===== src/afsm_pkg.sv =====
// ----------------------------------------------------------------------------
// afsm_pkg: shared types and codes for the affix family subsequence matcher
// Request and result payloads, operation and register codes, read controls.
// ----------------------------------------------------------------------------
package afsm_pkg;

    localparam int CHAR_W      = 8;
    localparam int LEN_W       = 7;
    localparam int IDX_W       = 6;
    localparam int RES_COUNT_W = 16;
    localparam int OP_W        = 2;
    localparam int CFG_INDEX_W = 2;

    localparam logic [OP_W-1:0] OP_PREFIX = 2'd0;
    localparam logic [OP_W-1:0] OP_SUFFIX = 2'd1;
    localparam logic [OP_W-1:0] OP_WORD   = 2'd2;

    localparam logic [CFG_INDEX_W-1:0] CFG_MIDDLE_CHAR   = 2'd0;
    localparam logic [CFG_INDEX_W-1:0] CFG_PREFIX_LENGTH = 2'd1;
    localparam logic [CFG_INDEX_W-1:0] CFG_SUFFIX_LENGTH = 2'd2;

    typedef struct packed {
        logic [OP_W-1:0]   op;
        logic [IDX_W-1:0]  table_index;
        logic [CHAR_W-1:0] char_value;
        logic              word_last;
    } item_t;

    typedef struct packed {
        logic                   matched;
        logic [RES_COUNT_W-1:0] middle_count;
    } result_t;

    typedef struct packed {
        logic rd_prefix;
        logic rd_suffix;
    } rd_ctrl_t;

endpackage


===== src/afsm_ram.sv =====
// ----------------------------------------------------------------------------
// afsm_ram: generic single-port-write, registered-read RAM
// One write port and one read port; read data appears the cycle after rd_en.
// ----------------------------------------------------------------------------
module afsm_ram #(
    parameter int WIDTH  = 8,
    parameter int DEPTH  = 64,
    parameter int ADDR_W = (DEPTH > 1) ? $clog2(DEPTH) : 1
) (
    input  logic              clk,
    input  logic              wr_en,
    input  logic [ADDR_W-1:0] wr_addr,
    input  logic [WIDTH-1:0]  wr_data,
    input  logic              rd_en,
    input  logic [ADDR_W-1:0] rd_addr,
    output logic [WIDTH-1:0]  rd_data
);

    logic [WIDTH-1:0] mem [DEPTH];
    logic [WIDTH-1:0] rd_data_reg;

    always_ff @(posedge clk)
    begin
        if (wr_en)
        begin
            mem[wr_addr] <= wr_data;
        end
        if (rd_en)
        begin
            rd_data_reg <= mem[rd_addr];
        end
    end

    assign rd_data = rd_data_reg;

endmodule


===== src/afsm_walk.sv =====
// ----------------------------------------------------------------------------
// afsm_walk: pattern walk sequencer for one word character
// Steps through prefix and suffix tables with one shared compare, tracks the
// middle repeat count and the fail state, and emits the result on the last char.
// ----------------------------------------------------------------------------
module afsm_walk
    import afsm_pkg::*;
#(
    parameter int AFFIX_DEPTH = 64,
    parameter int COUNT_WIDTH = 16,
    parameter int ADDR_W      = (AFFIX_DEPTH > 1) ? $clog2(AFFIX_DEPTH) : 1
) (
    input  logic              clk,
    input  logic              rst_n,
    input  logic              start,
    input  logic [CHAR_W-1:0] char_in,
    input  logic              last_in,
    input  logic [CHAR_W-1:0] middle_char,
    input  logic [LEN_W-1:0]  prefix_length,
    input  logic [LEN_W-1:0]  suffix_length,
    output rd_ctrl_t          rd,
    output logic [ADDR_W-1:0] rd_addr,
    input  logic [CHAR_W-1:0] prefix_rdata,
    input  logic [CHAR_W-1:0] suffix_rdata,
    input  logic              slot_free,
    output logic              ready,
    output logic              res_load,
    output result_t           res
);

    localparam int POS_W     = $clog2(AFFIX_DEPTH + 1);
    localparam int LEN_EXT_W = (POS_W > LEN_W) ? POS_W : LEN_W;
    localparam int CNT_EXT_W = (COUNT_WIDTH > RES_COUNT_W) ? COUNT_WIDTH : RES_COUNT_W;

    localparam logic [2:0] ST_IDLE  = 3'd0;
    localparam logic [2:0] ST_WALK  = 3'd1;
    localparam logic [2:0] ST_CMP_P = 3'd2;
    localparam logic [2:0] ST_CMP_S = 3'd3;
    localparam logic [2:0] ST_FIN   = 3'd4;

    logic [2:0]             state_reg, state_next;
    logic [CHAR_W-1:0]      char_reg, char_next;
    logic                   last_reg, last_next;
    logic [POS_W-1:0]       prefix_pos_reg, prefix_pos_next;
    logic [POS_W-1:0]       suffix_pos_reg, suffix_pos_next;
    logic                   mid_done_reg, mid_done_next;
    logic [COUNT_WIDTH-1:0] count_reg, count_next;
    logic                   fail_reg, fail_next;

    logic [LEN_EXT_W-1:0]   depth_ext;
    logic [LEN_EXT_W-1:0]   plen;
    logic [LEN_EXT_W-1:0]   slen;
    logic                   pre_more;
    logic                   suf_more;
    logic [CHAR_W-1:0]      cmp_data;
    logic                   cmp_hit;
    logic [CNT_EXT_W-1:0]   count_ext;

    // clip the length registers to the table depth
    assign depth_ext = LEN_EXT_W'(AFFIX_DEPTH);
    assign plen = (LEN_EXT_W'(prefix_length) > depth_ext) ? depth_ext
                                                          : LEN_EXT_W'(prefix_length);
    assign slen = (LEN_EXT_W'(suffix_length) > depth_ext) ? depth_ext
                                                          : LEN_EXT_W'(suffix_length);
    assign pre_more = LEN_EXT_W'(prefix_pos_reg) < plen;
    assign suf_more = LEN_EXT_W'(suffix_pos_reg) < slen;

    // shared compare against whichever table was read last cycle
    assign cmp_data = (state_reg == ST_CMP_S) ? suffix_rdata : prefix_rdata;
    assign cmp_hit  = (cmp_data == char_reg);

    always_comb
    begin
        state_next      = state_reg;
        char_next       = char_reg;
        last_next       = last_reg;
        prefix_pos_next = prefix_pos_reg;
        suffix_pos_next = suffix_pos_reg;
        mid_done_next   = mid_done_reg;
        count_next      = count_reg;
        fail_next       = fail_reg;
        rd              = '0;
        rd_addr         = '0;
        res_load        = 1'b0;

        case (state_reg)
            ST_IDLE:
            begin
                if (start)
                begin
                    char_next  = char_in;
                    last_next  = last_in;
                    state_next = ST_WALK;
                end
            end
            ST_WALK:
            begin
                if (fail_reg)
                begin
                    state_next = ST_FIN;
                end
                else if (pre_more)
                begin
                    rd.rd_prefix = 1'b1;
                    rd_addr      = prefix_pos_reg[ADDR_W-1:0];
                    state_next   = ST_CMP_P;
                end
                else if (!mid_done_reg && (char_reg == middle_char))
                begin
                    if (count_reg != '1)
                    begin
                        count_next = count_reg + 1'b1;
                    end
                    state_next = ST_FIN;
                end
                else
                begin
                    mid_done_next = 1'b1;
                    if (!suf_more)
                    begin
                        fail_next  = 1'b1;
                        state_next = ST_FIN;
                    end
                    else
                    begin
                        rd.rd_suffix = 1'b1;
                        rd_addr      = suffix_pos_reg[ADDR_W-1:0];
                        state_next   = ST_CMP_S;
                    end
                end
            end
            ST_CMP_P:
            begin
                prefix_pos_next = prefix_pos_reg + 1'b1;
                state_next      = cmp_hit ? ST_FIN : ST_WALK;
            end
            ST_CMP_S:
            begin
                suffix_pos_next = suffix_pos_reg + 1'b1;
                state_next      = cmp_hit ? ST_FIN : ST_WALK;
            end
            ST_FIN:
            begin
                if (!last_reg)
                begin
                    state_next = ST_IDLE;
                end
                else if (slot_free)
                begin
                    // report, then drop the match state for the next word
                    res_load        = 1'b1;
                    prefix_pos_next = '0;
                    suffix_pos_next = '0;
                    mid_done_next   = 1'b0;
                    count_next      = '0;
                    fail_next       = 1'b0;
                    state_next      = ST_IDLE;
                end
            end
            default:
            begin
                state_next = ST_IDLE;
            end
        endcase
    end

    always_ff @(posedge clk or negedge rst_n)
    begin
        if (!rst_n)
        begin
            state_reg      <= ST_IDLE;
            last_reg       <= 1'b0;
            prefix_pos_reg <= '0;
            suffix_pos_reg <= '0;
            mid_done_reg   <= 1'b0;
            count_reg      <= '0;
            fail_reg       <= 1'b0;
        end
        else
        begin
            state_reg      <= state_next;
            last_reg       <= last_next;
            prefix_pos_reg <= prefix_pos_next;
            suffix_pos_reg <= suffix_pos_next;
            mid_done_reg   <= mid_done_next;
            count_reg      <= count_next;
            fail_reg       <= fail_next;
        end
    end

    always_ff @(posedge clk)
    begin
        char_reg <= char_next;
    end

    assign ready     = (state_reg == ST_IDLE);
    assign count_ext = CNT_EXT_W'(count_reg);
    assign res.matched      = !fail_reg;
    assign res.middle_count = count_ext[RES_COUNT_W-1:0];

    a_cmp_after_read: assert property (@(posedge clk) disable iff (!rst_n)
        (state_reg == ST_CMP_P) |-> $past(rd.rd_prefix))
        else $error("prefix compare without a prefix read");

    a_fail_after_middle: assert property (@(posedge clk) disable iff (!rst_n)
        fail_reg |-> mid_done_reg)
        else $error("word failed before leaving the middle phase");

    a_load_in_fin: assert property (@(posedge clk) disable iff (!rst_n)
        res_load |=> (state_reg == ST_IDLE) && (count_reg == '0) && !fail_reg)
        else $error("match state not cleared after a result");

endmodule


===== src/affix_family_subsequence_match.sv =====
// ----------------------------------------------------------------------------
// affix_family_subsequence_match: streamed word vs prefix.middle*.suffix
// Top level: request decode, configuration registers, tables, result register.
// ----------------------------------------------------------------------------
// Usage:
//   item channel (item_valid / item_stall / item) carries one request: a
//   prefix or suffix table write, or one character of the word under test.
//   A table write is done when accepted. A word character walks the
//   pattern: each table entry stepped is a table RAM read, then a compare;
//   around these come dispatch, the middle or fail decision and finish. The
//   walk ends on a table hit, a middle repeat or a fail; the registered
//   table read bounds the walk rate. item_stall stays high while a character
//   is walked.
//   result channel (result_valid / result_stall / result) gives one result
//   on the word's last character once its walk ends and the result slot
//   is free. A waiting result does not block new requests; only a second
//   result waits for it.
//   cfg channel (cfg_valid / cfg_ready / cfg_index / cfg_data) writes the
//   middle character and the two table lengths; write it only when idle.
//   Reset clears the registers, the match state and the result valid flag;
//   result data and table contents are undefined until written.
// ----------------------------------------------------------------------------
module affix_family_subsequence_match
    import afsm_pkg::*;
#(
    parameter int AFFIX_DEPTH = 64,
    parameter int COUNT_WIDTH = 16
) (
    input  logic                   clk,
    input  logic                   rst_n,
    input  logic                   item_valid,
    output logic                   item_stall,
    input  item_t                  item,
    output logic                   result_valid,
    input  logic                   result_stall,
    output result_t                result,
    input  logic                   cfg_valid,
    output logic                   cfg_ready,
    input  logic [CFG_INDEX_W-1:0] cfg_index,
    input  logic [CHAR_W-1:0]      cfg_data
);

    localparam int ADDR_W    = (AFFIX_DEPTH > 1) ? $clog2(AFFIX_DEPTH) : 1;
    localparam int IDX_EXT_W = (ADDR_W > IDX_W) ? ADDR_W : IDX_W;

    logic [CHAR_W-1:0] middle_reg;
    logic [LEN_W-1:0]  plen_reg;
    logic [LEN_W-1:0]  slen_reg;

    logic              result_valid_reg, result_valid_next;
    result_t           result_reg, result_next;

    logic              accept;
    logic              idx_ok;
    logic [IDX_EXT_W-1:0] idx_ext;
    logic [ADDR_W-1:0] wr_addr;
    logic              wr_prefix;
    logic              wr_suffix;
    logic              start;
    logic              walk_ready;
    logic              slot_free;
    logic              res_load;
    result_t           res;
    rd_ctrl_t          rd;
    logic [ADDR_W-1:0] rd_addr;
    logic [CHAR_W-1:0] prefix_rdata;
    logic [CHAR_W-1:0] suffix_rdata;

    assign item_stall = !walk_ready;
    assign accept     = item_valid && !item_stall;
    assign cfg_ready  = 1'b1;

    // drop table writes beyond the table depth
    assign idx_ok    = 32'(item.table_index) < AFFIX_DEPTH;
    assign idx_ext   = IDX_EXT_W'(item.table_index);
    assign wr_addr   = idx_ext[ADDR_W-1:0];
    assign wr_prefix = accept && (item.op == OP_PREFIX) && idx_ok;
    assign wr_suffix = accept && (item.op == OP_SUFFIX) && idx_ok;
    assign start     = accept && (item.op == OP_WORD);

    always_ff @(posedge clk or negedge rst_n)
    begin
        if (!rst_n)
        begin
            middle_reg <= '0;
            plen_reg   <= '0;
            slen_reg   <= '0;
        end
        else if (cfg_valid && cfg_ready)
        begin
            case (cfg_index)
                CFG_MIDDLE_CHAR:   middle_reg <= cfg_data;
                CFG_PREFIX_LENGTH: plen_reg   <= cfg_data[LEN_W-1:0];
                CFG_SUFFIX_LENGTH: slen_reg   <= cfg_data[LEN_W-1:0];
                default:           ;
            endcase
        end
    end

    afsm_ram #(
        .WIDTH  (CHAR_W),
        .DEPTH  (AFFIX_DEPTH),
        .ADDR_W (ADDR_W)
    ) u_prefix_ram (
        .clk     (clk),
        .wr_en   (wr_prefix),
        .wr_addr (wr_addr),
        .wr_data (item.char_value),
        .rd_en   (rd.rd_prefix),
        .rd_addr (rd_addr),
        .rd_data (prefix_rdata)
    );

    afsm_ram #(
        .WIDTH  (CHAR_W),
        .DEPTH  (AFFIX_DEPTH),
        .ADDR_W (ADDR_W)
    ) u_suffix_ram (
        .clk     (clk),
        .wr_en   (wr_suffix),
        .wr_addr (wr_addr),
        .wr_data (item.char_value),
        .rd_en   (rd.rd_suffix),
        .rd_addr (rd_addr),
        .rd_data (suffix_rdata)
    );

    afsm_walk #(
        .AFFIX_DEPTH (AFFIX_DEPTH),
        .COUNT_WIDTH (COUNT_WIDTH),
        .ADDR_W      (ADDR_W)
    ) u_walk (
        .clk           (clk),
        .rst_n         (rst_n),
        .start         (start),
        .char_in       (item.char_value),
        .last_in       (item.word_last),
        .middle_char   (middle_reg),
        .prefix_length (plen_reg),
        .suffix_length (slen_reg),
        .rd            (rd),
        .rd_addr       (rd_addr),
        .prefix_rdata  (prefix_rdata),
        .suffix_rdata  (suffix_rdata),
        .slot_free     (slot_free),
        .ready         (walk_ready),
        .res_load      (res_load),
        .res           (res)
    );

    // result register: hold while stalled, load when empty or draining
    assign slot_free = !result_valid_reg || !result_stall;

    always_comb
    begin
        result_valid_next = result_valid_reg;
        result_next       = result_reg;
        if (res_load)
        begin
            result_valid_next = 1'b1;
            result_next       = res;
        end
        else if (!result_stall)
        begin
            result_valid_next = 1'b0;
        end
    end

    always_ff @(posedge clk or negedge rst_n)
    begin
        if (!rst_n)
        begin
            result_valid_reg <= 1'b0;
        end
        else
        begin
            result_valid_reg <= result_valid_next;
        end
    end

    always_ff @(posedge clk)
    begin
        result_reg <= result_next;
    end

    assign result_valid = result_valid_reg;
    assign result       = result_reg;

    a_busy_after_word: assert property (@(posedge clk) disable iff (!rst_n)
        start |=> item_stall)
        else $error("word character request not held off during its walk");

endmodule

===== config.mk =====
export PLATFORM = sky130hd
export DESIGN_NAME = affix_family_subsequence_match
export DESIGN_NICKNAME = d
export VERILOG_FILES = /design/src/afsm_pkg.sv /design/src/afsm_ram.sv /design/src/afsm_walk.sv /design/src/affix_family_subsequence_match.sv
export SDC_FILE = /design/constraint.sdc
export NUM_CORES = 1
export LEC_CHECK = 0
export ABC_AREA = 1
export CAP_MARGIN = 10
export CELL_PAD_IN_SITES_DETAIL_PLACEMENT = 1
export CELL_PAD_IN_SITES_GLOBAL_PLACEMENT = 1
export CORE_AREA = 3 3 307 309
export DETAILED_ROUTE_END_ITERATION = 10
export DIE_AREA = 0 0 310 312
export DONT_BUFFER_PORTS = 1
export PLACE_DENSITY_LB_ADDON = 0.1
export SYNTH_ARGS = -nofsm -noshare
export SYNTH_HDL_FRONTEND = slang
export SYNTH_HIERARCHICAL = 1
export SYNTH_SLANG_ARGS = --single-unit

===== constraint.sdc =====
create_clock -name clk -period 3.8 [get_ports clk]
set_input_delay 0.38 -clock clk [delete_from_list [all_inputs] [get_ports clk]]
set_output_delay 0.38 -clock clk [all_outputs]
set_load 0.1 [all_outputs]

==> summary.txt <==
Timing
  • Final Max Tran Viols: 0
  • Setup ws final: approximately 70 ps
  • Min cycle time layout: around 3700 ps
  • Tcrit/Tclk final: 98.18%
  • WHS: between 50 and 60 ps
  • Relative slew slack: around a third
  • Max Clock Skew: 41.46 ps
  • Fin Setup TNS: 0 ps
  • Least-Margin Pin Slew: around 1000 ps
  • Final setup viols: 0
  • Final hold violations: 0
  • Fmax: 0.2680 GHz

Route
  • Wire per inst: 25.72 µm
  • Vias per inst: roughly 6.0
  • Drt pass-1 iters: 5
  • Final ANT Viol Nets: 0
  • DR iter-0 viols: 2952
  • Drt drc: 0
  • Drt total wl: 145800 µm
  • Vias: 33800

Yosys
  • Synth cell types: 40
  • Syn nets: about 4200
  • Complex-gate fraction of the synthesized area: less than 1%
  • Async S/R FF share, synth: 5.249%
  • Synth Area in Adders: less than 1%
  • Post-synthesis mux area share: 0%
  • Register area share after synthesis: roughly 70%
  • Synthesis-stage register bit count: roughly 1100
  • Post-synthesis cell area: around 48000 µm²
  • Combinational family with the most area after synthesis: simple AND/OR/NAND/NOR gates
  • XOR/XNOR Fraction of Synth Area: 0.2022%
  • EDFF count, synth: approximately 1100
  • Syn. warnings: 6
  • Avg Inst Size Synth: about 11 µm²
  • Syn Inst Count: between 4000 and 5000
  • Simple-Gate Fraction of Synth Area: between 20 and 25%
  • Synth Flop Type: edfxtp_1

CTS
  • Max clock buf depth: 3
  • CTS root buffer: clkbuf_16
  • TritonCTS clock tree: done
  • TritonCTS Sinks: roughly 1100
  • Num CTS Buffers: 116
  • Clk slew on worst S/H paths: approximately 60 ps
  • H-tree levels: 3
  • Clock latency on the worst-skew pair: roughly 720 ps

Worst hold path
  • Cell count of the worst hold path: 5
  • Hold Path Origin: item[15]
  • Hold path endpoint: u_walk/last_reg$_DFFE_PN0P_
  • Worst hold path type: primary input to register

Worst setup path
  • RR Endpoint: u_prefix_ram/rd_data[6]$_DFFE_PP_
  • Reg-to-reg startpoint: plen_reg[0]$_DFFE_PN0P_
  • Kind of critical path: register to register
  • Reg2Reg Setup Slack: ~70 ps
  • Worst Path Arrival: around 4200 ps
  • CP endpoint kind: register
  • CP Launch Type: register
  • R2R cell count: 24
  • Crit-path max FO: 7
  • WP data required: around 4300 ps
  • Critical Path Source: plen_reg[0]$_DFFE_PN0P_

Power and ir drop
  • Pwr/cell area: 642.6 nW/µm²
  • Leak: 20.54 nW
  • Max VDD drop: about 0.45 mV
  • Total Power: between 30 and 40 mW

Placement
  • Placed cell count: 5367
  • DP Area: just under 50000 µm²
  • Final GP Congestion: about 0.82
  • DP HPWL: roughly 82000 µm
  • IO Port Bufs: 0
  • Placement Setup Slack: -144.7 ps

Floorplan
  • DIE AREA: between 90000 and 100000 µm²
  • Site Rows: ~110
  • Core Area: between 90000 and 100000 µm²
  • Top Ports: between 50 and 60
  • Initial core utilization: a little over 50%
  • Die H: around 310 µm
  • Die width: around 310 µm

Cells and area
  • Share of cells above drive strength 1: about an eighth
  • Layout Cells excl Fill: roughly 5700
  • Area grow syn2layout: 16.16%
  • Fin area: 55340 µm²
  • Inserted Diodes: 0
  • Post-layout util: approximately 60%
  • Final nets: about 4400

Global routing
  • Total grt overflow: 0
  • First-pass GRT wire length: ~210000 µm
  • Vias in the first global route: 34550
  • Largest net degree at the start of global routing: 130
  • Tot GR Track Use: roughly 29%
  • Initial antenna violation count: 1

Job
  • Max-capacitance violation count: 0

Status
  • Outcome: complete, no violations
how the worst max path moves through the flow:
| stage | to | cells after the start |
|---|---|---|
| floorplan | u_prefix_ram/rd_data[6]$_DFFE_PP_ | 24 |
| global placement | u_prefix_ram/rd_data[4]$_DFFE_PP_ | 22 |
| detailed placement | u_prefix_ram/rd_data[4]$_DFFE_PP_ | 22 |
| CTS | u_prefix_ram/rd_data[4]$_DFFE_PP_ | 23 |
| global route | u_suffix_ram/rd_data[2]$_DFFE_PP_ | 23 |
| finish | u_prefix_ram/rd_data[6]$_DFFE_PP_ | 24 |
cell usage after synthesis (2+ instances only):
cell	number	area, µm²
inv_6	2	17.52
nand2_2	6	37.54
a211oi_1	2	15.01
buf_6	76	855.8
nand4_1	40	250.2
buf_8	4	60.06
inv_1	83	311.6
o21ai_0	13	65.06
ha_1	15	187.7
a21oi_1	16	80.08
dfrtp_1	59	1476
inv_2	6	22.52
buf_4	31	232.7
nor3_1	12	60.06
buf_2	75	375.4
nor2_2	4	25.02
nand3_2	4	40.04
nand3b_1	3	22.52
nand2_4	2	22.52
edfxtp_1	1065	31980
buf_1	20	75.07
nor4_1	17	106.4
nand2_1	1490	5593
or2_2	13	81.33
nand3_1	924	4624
nor3_2	2	20.02
o21ai_2	16	140.1
xor2_1	11	96.34
nor2_1	149	559.3
clkbuf_1	31	116.4
cells by family (layout without fill, tap and decap cells):
kind of cell    count (synthesis)  after routing
buf+inv                       330            613
xor+xnor                       11             11
other cells                     1              1
flops                        1124           1124
fa+ha+maj                      15             15
simple gates                 2669           2669
compound gates                 51             51
cell type report:
type                       instances  area [µm²]
tap                             1186        1484
clock buffer                     140        3013
clock inverter                    79       713.2
sequential                      1124       33460
timing repair buffer             301        3677
inverter                          93       391.6
fill                            9358       36330
multi-input combinational       2747       12600
cell usage in the layout (no fill, tap or decap), types with 6 or more instances in the layout:
cell and count:
nor2_1 146, or2_2 13, clkbuf_1 22, nand3_4 7, ha_1 14, inv_1 80
o21ai_2 17, inv_2 6, dfrtp_1 59, bufinv_16 11, inv_6 7, buf_12 41
xor2_1 11, clkbuf_16 136, a21oi_1 14, o21ai_0 8, clkinv_2 25, buf_16 21
nor2_2 6, nand4_1 40, dlygate4sd3_1 28, buf_4 177, nand3_1 862, nor3_1 11
nand2_2 18, edfxtp_1 1065, nand3_2 60, buf_6 11, nand2_1 1477, clkinv_1 33
nor4_1 16
critical path: stages, from the launching register on:
cell and delay, ps:
dfrtp_1 380, nor2_1 120, nand3_1 110, nand2_2 100, nand2_1 60, ha_1 280
nand2_2 70, nor2_1 50, a211oi_2 250, nand2_2 130, inv_2 70, nand2_2 80
buf_6 160, o21ai_4 320, clkbuf_16 260, buf_12 120, clkbuf_16 140, buf_4 120
nand3_1 80, nand3_1 100, nand2_1 70, nand2_1 80, nand3_2 130, nand3_4 130
nand2_1 70
layer usage:
layer | GRT usage (%) | part of all wire (%)
met5 | 0 | 0.0075
met4 | 7.966 | 3.0
met3 | 4.066 | 6.9
met2 | 48.28 | 49
met1 | 39.41 | 41
power by group:
| part | internal (mW) | leakage (nW) | total [mW] | switching [mW] |
|---|---|---|---|---|
| clock network | 6.39 | 1.83 | 11.2 | 4.84 |
| logic | 3.43 | 8.39 | 10.1 | 6.70 |
| registers | 13.8 | 10.3 | 14.2 | 0.374 |
| total | 23.6 | 20.5 | 35.6 | 11.9 |
repair_timing:
| action | 4_1_cts | 5_1_grt |
|---|---|---|
| gates resized for setup | 8 | 121 |
| setup endpoints to repair | 14 | 16 |
| cloned | 0 | 22 |
| buffers inserted | 0 | 26 |
| pin swaps | 1 | 22 |
| hold endpoints to repair | 1115 | 0 |
| hold buffers | 37 | 0 |
(Power assumes the default switching activity.)
